**src/fplw_pkg.sv**
```systemverilog
package fplw_pkg;

  localparam logic [1:0] OP_WRITE     = 2'd0;
  localparam logic [1:0] OP_TRANSLATE = 2'd1;
  localparam logic [1:0] OP_CHECK     = 2'd2;
  localparam logic [1:0] OP_UNMAP     = 2'd3;

  localparam logic [1:0] MT_4K = 2'd0;
  localparam logic [1:0] MT_2M = 2'd1;
  localparam logic [1:0] MT_1G = 2'd2;

  localparam int unsigned PTE_P  = 0;
  localparam int unsigned PTE_PS = 7;

  localparam int unsigned PAGE_WORDS = 512;
  localparam int unsigned IDX_W      = 9;
  localparam int unsigned FRAME_W    = 40;
  localparam int unsigned VA_W       = 48;
  localparam int unsigned PA_W       = 52;
  localparam int unsigned PTE_W      = 64;
  localparam int unsigned ROOT_W     = 3;

  typedef enum logic [2:0] {
    ST_CLEAR,
    ST_IDLE,
    ST_ISSUE,
    ST_EVAL,
    ST_RESP
  } state_e;

  typedef struct packed {
    logic clr_step;
    logic capture;
    logic issue;
    logic eval;
    logic out_load;
  } cmd_t;

  typedef struct packed {
    logic clr_last;
    logic issue_done;
    logic eval_done;
  } sts_t;

endpackage

```
**src/fplw_ctrl.sv**
```systemverilog
module fplw_ctrl (
  input  logic           clk_i,
  input  logic           rst_ni,
  input  logic           in_valid_i,
  output logic           in_ready_o,
  input  logic           out_ready_i,
  output logic           out_valid_o,
  input  fplw_pkg::sts_t sts_i,
  output fplw_pkg::cmd_t cmd_o
);
  import fplw_pkg::*;

  state_e state_q, state_d;
  logic   out_valid_q, out_valid_d;

  always_ff @(posedge clk_i or negedge rst_ni) begin
    if (!rst_ni) begin
      state_q     <= ST_CLEAR;
      out_valid_q <= 1'b0;
    end else begin
      state_q     <= state_d;
      out_valid_q <= out_valid_d;
    end
  end

  always_comb begin
    state_d    = state_q;
    cmd_o      = '0;
    in_ready_o = 1'b0;
    case (state_q)
      ST_CLEAR: begin
        cmd_o.clr_step = 1'b1;
        if (sts_i.clr_last) begin
          state_d = ST_IDLE;
        end
      end
      ST_IDLE: begin
        in_ready_o = 1'b1;
        if (in_valid_i) begin
          cmd_o.capture = 1'b1;
          state_d       = ST_ISSUE;
        end
      end
      ST_ISSUE: begin
        cmd_o.issue = 1'b1;
        state_d     = sts_i.issue_done ? ST_RESP : ST_EVAL;
      end
      ST_EVAL: begin
        cmd_o.eval = 1'b1;
        state_d    = sts_i.eval_done ? ST_RESP : ST_ISSUE;
      end
      ST_RESP: begin
        // wait for the output register to free up
        if (!out_valid_q || out_ready_i) begin
          cmd_o.out_load = 1'b1;
          state_d        = ST_IDLE;
        end
      end
      default: begin
        state_d = ST_CLEAR;
      end
    endcase
  end

  always_comb begin
    out_valid_d = out_valid_q;
    if (cmd_o.out_load) begin
      out_valid_d = 1'b1;
    end else if (out_ready_i) begin
      out_valid_d = 1'b0;
    end
  end

  assign out_valid_o = out_valid_q;

  a_cmd_onehot: assert property (@(posedge clk_i) disable iff (!rst_ni)
    $onehot0({cmd_o.clr_step, cmd_o.capture, cmd_o.issue, cmd_o.eval, cmd_o.out_load}))
    else $error("more than one datapath command at once");

  a_no_overwrite: assert property (@(posedge clk_i) disable iff (!rst_ni)
    cmd_o.out_load |-> (!out_valid_q || out_ready_i))
    else $error("output beat overwritten before it was taken");

  a_capture_issue: assert property (@(posedge clk_i) disable iff (!rst_ni)
    cmd_o.capture |=> (state_q == ST_ISSUE))
    else $error("captured item not issued");

endmodule

```
**config.mk**
```make
export PLATFORM = sky130hd
export DESIGN_NAME = fplw_ctrl
export DESIGN_NICKNAME = d
export VERILOG_FILES = /design/src/fplw_pkg.sv /design/src/fplw_ctrl.sv
export SDC_FILE = /design/constraint.sdc
export NUM_CORES = 1
export LEC_CHECK = 0
export CAP_MARGIN = 20
export CORE_AREA = 2 2 39 41
export DETAILED_ROUTE_END_ITERATION = 8
export DIE_AREA = 0 0 41 43
export DONT_BUFFER_PORTS = 1
export PLACE_DENSITY = 0.44
export SETUP_SLACK_MARGIN = 0.1
export SLEW_MARGIN = 20
export SYNTH_ARGS = -nofsm -noshare
export SYNTH_HDL_FRONTEND = slang
export SYNTH_SLANG_ARGS = --single-unit
```
**constraint.sdc**
```tcl
create_clock -name clk_i -period 2.1 [get_ports clk_i]
set_input_delay 0.42 -clock clk_i [delete_from_list [all_inputs] [get_ports clk_i]]
set_output_delay 0.42 -clock clk_i [all_outputs]
set_load 0.1 [all_outputs]
```
### Yosys cells after proc, flatten, opt, wreduce, memory -nomap -nowiden

Cells that the tools add are included.

| storage, ports and cells | value |
|---|---|
| bits in registers | 4 |
| input port bits | 7 |
| logic and storage cells | 30 |
| output and inout bits | 7 |

| operators by class | value |
|---|---|
| reductions and logical operators | 5 |
| equality and inequality tests | 7 |
| mux-type cells | 16 |

Operator list:

| kind | number |
|---|---|
| two-way mux 3 bit | 5 |
| case mux 3 bit (5 select lines) | 1 |
| two-way mux 1 bit | 10 |
| equality test 3 x 2 -> 1 bit (second input constant) | 2 |
| inequality test 2 bit (second input constant) | 3 |
| equality test 3 x 1 -> 1 bit (second input constant) | 1 |
| equality test 3 bit (second input constant) | 1 |
| logical NOT 3 bit | 1 |
| AND reduction 3 bit | 1 |
| nonzero test 2 bit | 1 |
| logical NOT 1 bit | 1 |
| logical OR 1 bit | 1 |

### Depth between registers and ports, before layout

Gate-level depths: netlist (run 1).

| depth | value |
|---|---|
| depth after elaboration | 5 |
| mapped depth | 4 |
| gate-level depth less buffers | 3 |

### Worst setup path before layout (run 1)

Ideal clock, no wire load.

| timing path | value |
|---|---|
| kind | flip-flop to output port |
| start point | register state_q[2] |
| end point | output cmd_o[3] (netlist bit) |
| cell stages (with the launch flop) | 4 |
| setup slack | -1.883 ns |
| required time | 1.680 ns |
| arrival | 3.563 ns |
| path through | dfrtp_1 > buf_2 > nor3_1 > and2_1 |

RTL lines:

| what | line | source |
|---|---|---|
| from (decl) | fplw_ctrl.sv:13 | `state_e state_q, state_d;` |
| from (signal assigned) | fplw_ctrl.sv:21 | `state_q <= state_d;` |
| to (decl) | fplw_ctrl.sv:9 | `output fplw_pkg::cmd_t cmd_o` |

==> results of run 1 <==
-- worst register-to-register path, stage by stage (launching register included) --
cell and delay, ns:
dfrtp_1 0.58, or3b_1 0.42, a21oi_2 0.16, mux2_1 0.33
-- cell usage in the layout, fill, tap and decap left out, drive strengths merged --
| cell | instances |
|---|---|
| buf | 6 |
| dfrtp | 4 |
| clkbuf | 3 |
| nor3 | 3 |
| nor2 | 3 |
| nand2b | 2 |
| or3b | 2 |
| nand2 | 2 |
| a21oi | 2 |
| inv | 1 |
| and3 | 1 |
| and2 | 1 |
| o21bai | 1 |
| nand4bb | 1 |
| mux2 | 1 |
| mux2i | 1 |
| o22ai | 1 |
| nor2b | 1 |
| nand3 | 1 |
| o21ai | 1 |
| dlygate4sd3 | 1 |
-- flip-flops by register name, summed over array words and instances, names as in the netlist --
register     flops
out_valid_o      1
state_q          3
-- what timing repair did --
action | in CTS | in global routing
buffers inserted | 0 | 0
endpoints found under the hold margin | 4 | 0
hold buffers | 1 | 0
resized for setup | 0 | 0
-- metal layers --
metal	global-route usage [%]	wire length, µm	vias up
met2	15.63	379	3
met3	1.571	11	0
li1	-	-	127
met1	12.42	269	124
met4	4.667	0	0
met5	0	0	-
-- kinds of logic after synthesis --
group / synth area share [%]
compound gates: 11.40
buf+inv: 11.40
flops: 35.09
mux: 7.456
simple gates: 34.65
-- through the flow --
step	TNS (ns)	area, µm²	util, %	instances	worst slack [ns]
floorplan	-0.6817	304.0	-	33	-0.2553
global placement	0	364.1	26.31	51	0.4793
detailed placement	0	364.1	26.31	51	0.4357
CTS	0	396.6	28.66	55	0.1850
global route	0	396.6	28.66	55	0.1115
finish	0	396.6	28.66	55	0.2009
-- cell type report --
type | instances | area [µm²] | area share [%]
Tap cell | 16 | 20.02 | 5.047
Multi-Input combinational cell | 24 | 182.7 | 46.06
Sequential cell | 4 | 100.1 | 25.24
Inverter | 1 | 3.754 | 0.9464
Clock buffer | 3 | 22.52 | 5.678
Timing Repair Buffer | 7 | 67.56 | 17.03
-- path summary, 6_finish.rpt --
path / endpoint / slack [ns] / cells past startpoint
worst max-delay path: cmd_o[3] / 0.20 / 3
worst min-delay path: state_q[1] / 0.41 / 3
worst max register to register: state_q[0] / 0.49 / 3
worst min register to register: out_valid_o / 0.56 / 2
max in group asynchronous: out_valid_o / 1.45 / 1
min in group asynchronous: state_q[0] / 0.47 / 1
==> out/qor.yml, run 1 <==
async_flop_share_pct: 100.0
gp_congestion: 0.7230
port_buffers: 0
cpMaxStageDelayCell: "dfrtp_1"
period_share_pct: 90.44
rr_startpoint: "state_q[0]"
synth_edf_count: 0
synth_nets: 40
dieWidth_um: 41
yosysTopAreaCell: "dfrtp_1"
min-delay-start: "sts_i[0]"
dieArea_um2: 1763
max_slew_margin_pct: 72.73
cp.required_ns: 1.68
period_needed_ns: 1.899
initial_utilization_pct: 20.61
crit_fanout: 11
crit_arrival_ns: 1.48
cts_buffers: 3
endpoint_kind: "output pin"
path_clk_slew_ns: 0.04
dr.pass1.iters: 2
cap_violations: 0
syn_inst: 33
crit_start: "state_q[0]"
grt_pass1_wl_mm: 1.214
grt_pass1_vias: 290
timing.hold.ws_ns: 0.4102
dp_hpwl_um: 508.2
root_buffer: "clkbuf_4"
cts_tree: "done"
hp-class: "in -> reg"
ioPinCount: 14
hold_viol: 0
yosysWarnings: 0
status: "finished clean"
insertion_delay_ns: 0.23
viasPerCell: 4.618
diodes: 0
synth.distinct_cells: 22
coreArea_um2: 1384
synth_commonest_cells: "4 x dfrtp_1, 3 x nor2_1, 3 x nor3_1"
ys_seq_area_share_pct: 35.09
rsz0062_at_grt: "false"
fillers: 150
drtAntennaViolNets: 0
netlist.area_leader.share_pct: 35.09
clock_path_buffers: 2
netlist_area_um2: 285.3
synth_most_common_cell: "dfrtp_1"
final_nets: 48
worstSetupPathType: "reg -> out"
synthFlopType: "dfrtp_1"
rows: 14
clkSinkCount: 4
gr-total-overflow: 0
syn2layout_area_growth_pct: 39.03
die_h_um: 43
critPathLaunchType: "flop"
synth.area.top_cells: "dfrtp_1 35%, or3b_1 6.1%, nor3_1 5.3%"
htreeDepth: 1
worst_path_largest_cell_delay_ns: 0.58
slew_viol_final: 0
finalSetupViolCount: 0
synth.avg_cell_area_um2: 8.645
path_cells: "inv_2 -> nor3_4 -> and2_4"
grtUsageTotal_pct: 9.889
antenna_found_initial: 0
fin_skew_ns: 0.001556
vias: 254
crit_buf_inv: 1
cp_top_family: "flip-flops"
grt_max_degree: 12
drive_above_1_share_pct: 41.03
wl_um: 660
routedWlPerCell_um: 12.00
synth_seq_cells: 4
drc: 0
worst_slew_pin_slew_ns: 0.4090
drtIter0Drc: 4
max_clock_freq_ghz: 0.5266
Power of run 1 is not shown: default switching activity piles up to over one toggle a cycle in this logic, so the estimate is an artifact.
==> run 2, diff against run 1 <==
--- a/config.mk
+++ b/config.mk
@@ -5,12 +5,13 @@
 export SDC_FILE = /design/constraint.sdc
 export NUM_CORES = 1
 export LEC_CHECK = 0
+export ABC_AREA = 1
 export CAP_MARGIN = 20
 export CORE_AREA = 2 2 39 41
 export DETAILED_ROUTE_END_ITERATION = 8
 export DIE_AREA = 0 0 41 43
 export DONT_BUFFER_PORTS = 1
-export PLACE_DENSITY = 0.44
+export PLACE_DENSITY = 0.43
 export SETUP_SLACK_MARGIN = 0.1
 export SLEW_MARGIN = 20
 export SYNTH_ARGS = -nofsm -noshare
==> run 2 against run 1 <==
  * Sequential cell count stayed put
  * Synthesized cell count rose by 18%
  * Synthesized area shrank 6.1%
  * Critical path depth up 1
  * Sequential share of layout area increased by 0.32 points
  * Critical path type unchanged
  * Largest cell class unchanged
==> out/qor.yml, run 2 <==
status: "finished clean"
cp.required_ns: 1.68
worst_path_largest_cell_delay_ns: 0.46
tns_ns: 0
syn2layout_area_growth_pct: 46.26
critPathLaunchType: "flop"
antenna_found_initial: 0
slew_viol_final: 0
root_buffer: "clkbuf_4"
finalSetupViolCount: 0
drive_above_1_share_pct: 32.65
htreeDepth: 1
drtIter0Drc: 4
clock_path_buffers: 2
hold_viol: 0
dieWidth_um: 41
muxShareOfSynthArea_pct: 0
synth_top_family_by_area: "simple AND/OR/NAND/NOR gates"
grt_pass1_vias: 241
rows: 14
fillers: 161
cap_violations: 0
synth_seq_cells: 4
path_clk_slew_ns: 0.03
grt_pass1_wl_um: 959
synth.avg_cell_area_um2: 6.866
period_share_pct: 85.74
die_h_um: 43
largest-register: "state_q"
rsz0062_at_grt: "false"
synth_most_common_cell: "inv_1"
viasPerCell: 4.031
worstSetupPathType: "reg -> out"
gp_congestion: 0.6936
crit_start: "state_q[2]"
diodes: 0
r2r_cells: 4
whs_endpoint: "out_valid_o"
initial_utilization_pct: 19.35
synthSimpleGateAreaFrac_pct: 37.38
period_needed_ns: 1.801
crit_fanout: 7
layout_common_cells: "10 x inv_1, 6 x nand2_1, 6 x buf_4"
placed_cells: 61
largest_register_ff_count: 3
min-delay-start: "out_ready_i"
dieArea_um2: 1763
max_slew_margin_pct: 80.87
cts_tree: "done"
r2r_end: "state_q[2]"
netlist_area_um2: 267.8
grtUsageTotal_pct: 8.485
synth_edf_count: 0
port_buffers: 0
synth.distinct_cells: 15
fin_skew_ns: 0.0007781
synth_nets: 46
cts_buffers: 3
final_nets: 58
clkSinkCount: 4
max_clock_freq_ghz: 0.5554
hold_depth: 1
endpoint_kind: "output pin"
wl_um: 558
yosysTopAreaCell: "dfrtp_1"
crit_arrival_ns: 1.38
drtAntennaViolNets: 0
coreArea_um2: 1384
vias: 262
synthFlopType: "dfrtp_1"
netlist.area_leader.share_pct: 37.38
cpMaxStageDelayCell: "dfrtp_1"
dr.pass1.iters: 4
r2r_slack_ns: 0.86
ioPinCount: 14
crit_top_cell: "nor2_2"
hp-class: "in -> reg"
drc: 0
cts_setup_buffers: 0
async_flop_share_pct: 100.0
path_cells: "nor2_2 -> nand2_1 -> nor2_2 -> buf_4"
synth.area.top_cells: "dfrtp_1 37%, inv_1 14%, nand2_1 8.4%"
syn_inst: 39
grt_max_degree: 8
synth_compound_area_share_pct: 8.411
synth-xor-area-share_pct: 0
fin_ws_ns: 0.2994
worst_slew_pin_slew_ns: 0.2869
yosysWarnings: 0
dp_hpwl_um: 496.3
synthAdderAreaFrac_pct: 0
post-place-ws_ns: 0.5303
routedWlPerCell_um: 8.585
gr-total-overflow: 0
ys_seq_area_share_pct: 37.38
instances_no_fill: 65
insertion_delay_ns: 0.23
final_common_cell: "inv_1"
synth_commonest_cells: "10 x inv_1, 6 x nand2_1, 6 x nor2_1, 4 x dfrtp_1, 3 x nand3_1"
rr_startpoint: "state_q[2]"
## run 2: layout make-up
type / instances / area (µm²) / area share (%)
tap: 16 / 20.02 / 5.112
clock buffer: 3 / 22.52 / 5.751
inverter: 10 / 37.54 / 9.585
sequential: 4 / 100.1 / 25.56
timing repair buffer: 8 / 75.07 / 19.17
multi-input combinational: 24 / 136.4 / 34.82
## run 2: per-stage QoR
step / hold slack (ns) / cell area (µm²) / utilization, %
2_1_floorplan: 0.1244 / 279.0 / -
3_3_place_gp: 0.1245 / 359.1 / 25.95
3_5_place_dp: 0.1245 / 359.1 / 25.95
4_1_cts: 0.3068 / 391.6 / 28.30
5_1_grt: 0.3309 / 391.6 / 28.30
6_report: 0.3111 / 391.6 / 28.30
## run 2: worst max-delay path: cells and delay by family, from the launching register on
kind          cells  cell delay [ns]
buf+inv           1             0.29
flops             1             0.46
simple gates      3             0.40
## run 2: repair_timing
action,in CTS,in global routing
endpoints found under the setup margin,0,0
hold buffers,1,0
endpoints found under the hold margin,4,0
gates resized for setup,0,0
## run 2: cells by family after synthesis
| logic type | count (synthesis) |
|---|---|
| buffers and inverters | 11 |
| flip-flops | 4 |
| AND/OR/NAND/NOR | 20 |
| AO/OA/AOI/OAI | 4 |
## run 2: how the worst max path moves through the flow
stage / end / slack, ns / depth (start not counted)
after floorplan: cmd_o[3] / 0.16 / 3
after global placement: cmd_o[3] / 0.56 / 4
final: cmd_o[3] / 0.30 / 4
after detailed placement: cmd_o[3] / 0.53 / 4
after CTS: cmd_o[3] / 0.28 / 4
after global routing: cmd_o[3] / 0.20 / 4
## run 2: metal layers
metal | global-route usage, % | vias to the layer above | routed length [µm]
met2 | 12.50 | 4 | 314
met3 | 1.571 | 0 | 10
li1 | - | 143 | -
met4 | 8.000 | 0 | 0
met5 | 0 | - | 0
met1 | 9.508 | 115 | 232
Power of run 2 is left out for the same reason.
